### src/hdl/grc_pkg.sv
package grc_pkg;

	localparam int MAP_W       = 64;
	localparam int MAP_H       = 64;
	localparam int CELL_SZ     = 64;
	localparam int ANGLE_STEPS = 4096;

	localparam int ANG_W       = $clog2(ANGLE_STEPS);
	localparam int STORE_DEPTH = 4096;
	localparam int ADDR_W      = $clog2(STORE_DEPTH);
	localparam int CELL_W      = 8;
	localparam int CFG_W       = 20;
	localparam int CS_LOG      = $clog2(CELL_SZ) + 8;
	localparam int COL_W       = $clog2(MAP_W);
	localparam int ROW_W       = $clog2(MAP_H);
	localparam int DIFF_W      = CS_LOG + 2;
	localparam int POS_W       = 48;
	localparam int TRIG_W      = 32;
	localparam int DIV_W       = 48;
	localparam int DIST_W      = 24;
	localparam int SQ_W        = 2 * DIST_W + 2;
	localparam int CORDIC_STEPS = 30;
	localparam int ITER_W      = $clog2(CORDIC_STEPS);
	localparam int STEP_LIMIT  = MAP_W + MAP_H + 4;
	localparam int STEP_W      = $clog2(STEP_LIMIT + 1);

	typedef logic signed [TRIG_W-1:0] trig_t;
	typedef logic signed [POS_W-1:0]  pos_t;

	localparam trig_t CORDIC_GAIN = 32'sd652032874;
	localparam trig_t TRIG_EPS    = 32'sd16384;
	localparam logic [DIST_W-1:0] DIST_MAX = '1;

	typedef enum logic {
		OP_WRITE = 1'b0,
		OP_CAST  = 1'b1
	} op_t;

	typedef enum logic [1:0] {
		CFG_VIEWER_X   = 2'd0,
		CFG_VIEWER_Y   = 2'd1,
		CFG_VIEW_ANGLE = 2'd2
	} cfg_reg_t;

	typedef enum logic [4:0] {
		ST_CLEAR, ST_IDLE, ST_TRIG, ST_TRIG_WAIT,
		ST_AX_SETUP, ST_AX_MUL, ST_AX_DIV, ST_AX_WAIT,
		ST_MARCH_CHK, ST_MARCH_RD,
		ST_DIST_SQ, ST_DIST_SUM, ST_DIST_SQRT, ST_DIST_FIN,
		ST_AX_END, ST_PICK, ST_CORR, ST_CORR_WAIT, ST_CORR_MUL, ST_CORR_FIN, ST_OUT
	} grc_state_t;

	// arctangent of 2^-i in units of 2^32 per turn
	function automatic logic [31:0] atan_turn(input logic [ITER_W-1:0] i);
		logic [31:0] v;
		case (i)
			5'd0:  v = 32'h20000000;
			5'd1:  v = 32'h12E4051D;
			5'd2:  v = 32'h09FB385B;
			5'd3:  v = 32'h051111D4;
			5'd4:  v = 32'h028B0D43;
			5'd5:  v = 32'h0145D7E1;
			5'd6:  v = 32'h00A2F61E;
			5'd7:  v = 32'h00517C55;
			5'd8:  v = 32'h0028BE53;
			5'd9:  v = 32'h00145F2E;
			5'd10: v = 32'h000A2F98;
			5'd11: v = 32'h000517CC;
			5'd12: v = 32'h00028BE6;
			5'd13: v = 32'h000145F3;
			5'd14: v = 32'h0000A2F9;
			5'd15: v = 32'h0000517C;
			5'd16: v = 32'h000028BE;
			5'd17: v = 32'h0000145F;
			5'd18: v = 32'h00000A2F;
			5'd19: v = 32'h00000517;
			5'd20: v = 32'h0000028B;
			5'd21: v = 32'h00000145;
			5'd22: v = 32'h000000A2;
			5'd23: v = 32'h00000051;
			5'd24: v = 32'h00000028;
			5'd25: v = 32'h00000014;
			5'd26: v = 32'h0000000A;
			5'd27: v = 32'h00000005;
			5'd28: v = 32'h00000002;
			5'd29: v = 32'h00000001;
			default: v = 32'h00000000;
		endcase
		return v;
	endfunction

endpackage

### src/hdl/grc_div.sv
module grc_div import grc_pkg::*; (
	input  logic                    clk,
	input  logic                    arst_n,
	input  logic                    go,
	input  logic signed [DIV_W-1:0] dividend,
	input  trig_t                   divisor,
	output logic                    done,
	output logic signed [DIV_W-1:0] quotient
);

	localparam int CNT_W = $clog2(DIV_W);

	logic              run_q, done_q, neg_q;
	logic [CNT_W-1:0]  cnt_q;
	logic [DIV_W-1:0]  num_q;
	logic [TRIG_W-1:0] den_q, rem_q;
	logic [TRIG_W:0]   rem_sh, rem_sub;
	logic              fits;

	// restoring division on magnitudes, one quotient bit per cycle
	assign rem_sh  = {rem_q, num_q[DIV_W-1]};
	assign rem_sub = rem_sh - {1'b0, den_q};
	assign fits    = rem_sh >= {1'b0, den_q};

	always_ff @(posedge clk or negedge arst_n) begin
		if (!arst_n) begin
			run_q  <= 1'b0;
			done_q <= 1'b0;
			cnt_q  <= '0;
		end else begin
			done_q <= 1'b0;
			if (go) begin
				run_q <= 1'b1;
				cnt_q <= '0;
			end else if (run_q) begin
				cnt_q <= cnt_q + 1'b1;
				if (cnt_q == CNT_W'(DIV_W - 1)) begin
					run_q  <= 1'b0;
					done_q <= 1'b1;
				end
			end
		end
	end

	always_ff @(posedge clk) begin
		if (go) begin
			num_q <= dividend[DIV_W-1] ? DIV_W'(-dividend) : DIV_W'(dividend);
			den_q <= divisor[TRIG_W-1] ? TRIG_W'(-divisor) : TRIG_W'(divisor);
			neg_q <= dividend[DIV_W-1] ^ divisor[TRIG_W-1];
			rem_q <= '0;
		end else if (run_q) begin
			rem_q <= fits ? rem_sub[TRIG_W-1:0] : rem_sh[TRIG_W-1:0];
			num_q <= {num_q[DIV_W-2:0], fits};
		end
	end

	assign done     = done_q;
	assign quotient = neg_q ? -signed'(num_q) : signed'(num_q);

endmodule

### config.mk
export PLATFORM = sky130hd
export DESIGN_NAME = grc_div
export DESIGN_NICKNAME = d
export VERILOG_FILES = /design/src/hdl/grc_pkg.sv /design/src/hdl/grc_div.sv
export SDC_FILE = /design/constraint.sdc
export NUM_CORES = 1
export LEC_CHECK = 0
export BUFFER_PORTS_ARGS = -buffer_cell sky130_fd_sc_hd__buf_2
export CAP_MARGIN = 30
export CORE_ASPECT_RATIO = 2
export CORE_UTILIZATION = 32
export CTS_BUF_LIST = sky130_fd_sc_hd__clkbuf_8
export DETAILED_ROUTE_END_ITERATION = 10
export SYNTH_ARGS = -nofsm -noshare
export SYNTH_HDL_FRONTEND = slang
export SYNTH_SLANG_ARGS = --single-unit
### constraint.sdc
create_clock -name clk -period 3.4 [get_ports clk]
set_input_delay 0.17 -clock clk [delete_from_list [all_inputs] [get_ports clk]]
set_output_delay 0.17 -clock clk [all_outputs]
set_load 0.03 [all_outputs]
==> flow_results.org <==
** Outcome
- Outcome :: finished, violations left
- The final reports fail on setup timing.

** Die
- The initialized floorplan defines 88 standard-cell rows.
- Overall die area :: 29800 sq um
- After floorplanning, the core was sized to cover roughly 29000 sq um.
- Initial core utilization :: about 32%
- During I/O placement, the number of pins put on the boundary was about 130.
- From bottom edge to top edge, the die measures 243 um.
- Width of the die :: 123 um

** Timing
- Worst hold slack :: between 0.04 and 0.05 ns
- On the final layout, the worst clock skew is roughly 0.013 ns.
- Share of the clock period used by the worst path :: 110%
- The max-slew violation count was 0.
- Clock period minus worst slack :: roughly 3.7 ns
- Final hold violation count :: 0
- Setup violations remaining at the end of the flow were counted as 29.
- Once routing completed, OpenROAD measured the worst setup slack at -0.323 ns.
- Setup repair after global routing missed its margin :: yes
- Measured against its own limit, the worst slew margin works out to a little over a third.
- Achievable clock frequency :: ~270 MHz
- At the pin with the least slew margin, the transition time is around 1 ns.

** Synthesis
- In this run, distinct cell masters in the synthesized netlist total 69.
- Share of async-settable or async-resettable flops after synthesis :: under 10%
- Count of flip-flops with a built-in enable after synthesis :: 81
- Summing every instance area after synthesis gives between 9000 and 10000 sq um.
- Post-Synthesis Net Count :: roughly 1200
- During synthesis, Yosys emitted a total of 0 warnings.
- Share of synthesized area occupied by flip-flops and latches :: between 30% and 40%
- Total of flip-flops plus latches after synthesis :: 121
- Post-Syn Instances :: slightly above 1000
- Most instantiated flip-flop cell in the synthesis netlist :: sky130_fd_sc_hd__edfxtp_1
- Mean cell area of the mapped netlist :: 9.02 sq um

** Clocking
- Clock Pin Slew Worst Setup and Hold Paths :: ~0.070 ns
- Clock sinks :: 121
- The cell sitting at the root of the clock tree is a sky130_fd_sc_hd__clkbuf_8.
- Htree depth :: 4
- Max Buffers Root-to-Sink :: 2
- TritonCTS built the clock tree.
- Clock latency on the worst-skew pair, taken at its later pin, is approximately 0.47 ns.
- CTS Buf Count :: 17

** Place
- Number of port buffers :: 131
- The congestion estimate from routability-driven global placement came to 0.853.
- Summing all placed instances gives a cell area of 10600 sq um.
- Final HPWL from detailed placement :: 19800 um
- In this run, placement finished with an instance count of roughly 1500.

** Final layout
- Post-layout instance area :: about 12000 sq um
- Number of inserted filler cells in the final layout :: ~2900
- Cells with a size suffix above 1 make up between 20% and 30% of the layout.
- The library cells used most frequently in the layout, excluding fill and tap cells, are 101 x sky130_fd_sc_hd__buf_2, 99 x sky130_fd_sc_hd__xnor2_1, 98 x sky130_fd_sc_hd__nor2_1.
- Compared with the post-synthesis result, the final layout area differs by 24.4%.
- Post-Route Utilization :: a little over 40%
- The repair_antennas step left the layout with diodes totalling 0.
- Most common cell after layout, fill and taps aside :: sky130_fd_sc_hd__buf_2
- The final layout contains roughly 1300 nets.
- After the flow finishes, the layout carries non-filler instances totaling between 1500 and 2000.

** Drt
- Number of nets still failing antenna checks after routing :: 0
- In the routed layout, each cell is associated on average with a via count of around 5.3.
- Summing over every cut layer, the via total after detailed routing is 8296.
- Dividing the detail-routed wire length by the instance count gives ~16 um.
- For this block, the initial DRC count from the detailed router was 330.
- Sum of routed wire length over all layers :: 25800 um
- In the routed design, unresolved DRC markers number 0.
- Total iterations of the first detailed-routing run :: 4

** Flow run
- Number of violations of the max-capacitance limit :: 0

** Worst setup path
- Arrival time worst endpoint :: 3.55 ns
- In this run the critical register-to-register path is launched from den_q[1]$_DFFE_PP_.
- Endpoint type of the worst setup path :: output pin
- STA classifies the critical path startpoint as a register.
- The endpoint identified for the worst register-to-register timing path is rem_q[25]$_SDFFE_PP0P_.
- Critical Path Source :: num_q[11]$_DFFE_PP_
- In this run the worst setup path terminates at quotient[34].
- Worst reg-to-reg path cell count :: 11
- Required time at the endpoint of the critical path :: approximately 3.2 ns
- In this run the worst path has a maximum fanout of 4.
- The worst setup path is of the register to output pin kind.
- The setup check on the worst reg-to-reg path leaves a slack of 0.36 ns.

** Global routing
- First-pass GRT wire length :: between 40000 and 50000 um
- Global routing used around 18% of the available tracks across all layers.
- Pin count of the biggest net entering global routing :: 69
- The total overflow left after global routing is 0.
- The initial antenna violation count came to 0.
- Via count of the first global-routing pass :: about 8000

** Pwr
- Pwr Density :: 565 nW/um^2
- VDD sags by at most roughly 0.31 mV.
- Summed over all cells, the static leakage comes to approximately 4.6 nW.

** Min path
- The worst hold path belongs to the class input port to register.
## repair_timing
item,4_1_cts,5_1_grt
hold buffers,23,0
pin swaps,11,11
setup endpoints to repair,29,32
buffers inserted,2,6
endpoints found under the hold margin,31,0
gates cloned,0,0
resized for setup,62,30
## per-layer routing
| metal | wire length (um) | vias up | global-route usage [%] |
|---|---|---|---|
| met5 | 0 | - | 0 |
| met4 | 1300 | 0 | 10.3 |
| met3 | 737 | 65 | 3.48 |
| met2 | 14800 | 182 | 34.9 |
| met1 | 8980 | 3920 | 16.1 |
| li1 | - | 4129 | - |
## report_power, final
group | switching [W] | internal [W] | total (W) | leakage, nW
sequential | 0.000263 | 0.00188 | 0.00214 | 1.18
combinational | 0.00187 | 0.00139 | 0.00326 | 3.21
clock | 0.000576 | 0.000563 | 0.00114 | 0.192
total | 0.00271 | 0.00383 | 0.00653 | 4.59
## cells in the mapped netlist, types with 4 or more instances
master | number | share of area [%]
sky130_fd_sc_hd__dfxtp_1 | 32 | 6.9
sky130_fd_sc_hd__o211ai_1 | 6 | 0.48
sky130_fd_sc_hd__or3_1 | 12 | 0.81
sky130_fd_sc_hd__nand4_1 | 6 | 0.40
sky130_fd_sc_hd__o21ai_1 | 14 | 0.75
sky130_fd_sc_hd__o41ai_1 | 11 | 1.0
sky130_fd_sc_hd__xor2_1 | 44 | 4.1
sky130_fd_sc_hd__nand2b_1 | 17 | 1.1
sky130_fd_sc_hd__o21ai_0 | 54 | 2.9
sky130_fd_sc_hd__a31oi_1 | 4 | 0.27
sky130_fd_sc_hd__a21o_1 | 11 | 0.89
sky130_fd_sc_hd__a21oi_1 | 57 | 3.1
sky130_fd_sc_hd__clkbuf_1 | 42 | 1.7
sky130_fd_sc_hd__o41ai_2 | 12 | 2.1
sky130_fd_sc_hd__nor3_1 | 10 | 0.54
sky130_fd_sc_hd__nand3_1 | 13 | 0.70
sky130_fd_sc_hd__a311oi_1 | 15 | 1.4
sky130_fd_sc_hd__mux2_2 | 18 | 2.2
sky130_fd_sc_hd__inv_1 | 52 | 2.1
sky130_fd_sc_hd__o31ai_2 | 4 | 0.54
sky130_fd_sc_hd__buf_1 | 5 | 0.20
sky130_fd_sc_hd__and2_1 | 5 | 0.34
sky130_fd_sc_hd__mux2i_1 | 17 | 1.8
sky130_fd_sc_hd__dfrtp_1 | 8 | 2.2
sky130_fd_sc_hd__o21a_1 | 4 | 0.32
sky130_fd_sc_hd__a211oi_1 | 18 | 1.5
sky130_fd_sc_hd__edfxtp_1 | 81 | 26
sky130_fd_sc_hd__and3_1 | 5 | 0.34
sky130_fd_sc_hd__o31ai_1 | 32 | 2.6
sky130_fd_sc_hd__nor4_1 | 7 | 0.47
sky130_fd_sc_hd__or4_1 | 26 | 2.1
sky130_fd_sc_hd__nand2_1 | 84 | 3.4
sky130_fd_sc_hd__ha_1 | 36 | 4.8
sky130_fd_sc_hd__nor2_1 | 98 | 4.0
sky130_fd_sc_hd__xnor2_1 | 104 | 9.8
sky130_fd_sc_hd__nor2b_1 | 6 | 0.40
sky130_fd_sc_hd__nand3b_1 | 5 | 0.40
## worst min-delay path by stage
stage / from / to / slack, ns / cells past startpoint
floorplan: arst_n / cnt_q[0]$_DFFE_PN0P_ / -0.13 / 0
global placement: arst_n / done$_DFF_PN0_ / 0.02 / 1
detailed placement: arst_n / done$_DFF_PN0_ / 0.03 / 1
CTS: divisor[15] / den_q[15]$_DFFE_PP_ / 0.005 / 2
global route: divisor[4] / den_q[4]$_DFFE_PP_ / 0.02 / 2
finish: divisor[4] / den_q[4]$_DFFE_PP_ / 0.04 / 2
## cell families (layout without fill, tap and decap cells)
group                      after synthesis  count (layout)  synth area share, %
AOI/OAI and AO/OA                      267             267                 20.2
buffers and inverters                  103             286                 4.24
and+or+nand+nor                        320             320                 17.3
xor gates and xnor gates               148             148                 13.9
muxes                                   35              35                 4.01
adders and majority gates               37              37                 5.06
DFF                                    121             121                 35.2
## registers in the layout, indices dropped and copies added, names as in the netlist
signal / cells
cnt_q: 6
den_q: 32
done: 1
neg_q: 1
num_q: 48
rem_q: 32
run_q: 1
## area by class of cell
cell class                      count  area [sq um]  share of cell area, %
Multi-Input combinational cell    807          5920                   51.2
Sequential cell                   121          3270                   28.3
Inverter                           52           195                   1.69
Timing Repair Buffer              203          1400                   12.1
Clock buffer                       18           248                   2.14
Tap cell                          360           450                   3.89
Clock inverter                     13          78.8                  0.681
## metrics by stage
step                      power [W]  TNS (ns)  setup slack (ns)
after CTS                   0.00656     -7.72            -0.375
after global placement      0.00525    -0.164           -0.0809
after detailed placement    0.00528    -0.240           -0.0761
after floorplan             0.00436         0             0.267
final                       0.00653     -6.55            -0.323
after global routing        0.00701    -10.69            -0.484
## critical path: stages, from the launching register on
cell and delay [ns]:
sky130_fd_sc_hd__edfxtp_1 0.39, sky130_fd_sc_hd__or4_4 0.54, sky130_fd_sc_hd__or4_4 0.43, sky130_fd_sc_hd__or3_4 0.34, sky130_fd_sc_hd__or3_4 0.39, sky130_fd_sc_hd__nor2_4 0.13, sky130_fd_sc_hd__buf_4 0.15, sky130_fd_sc_hd__nand2_2 0.07
sky130_fd_sc_hd__o41ai_2 0.27, sky130_fd_sc_hd__xnor2_1 0.17, sky130_fd_sc_hd__buf_4 0.19
(Power assumes the default switching activity.)
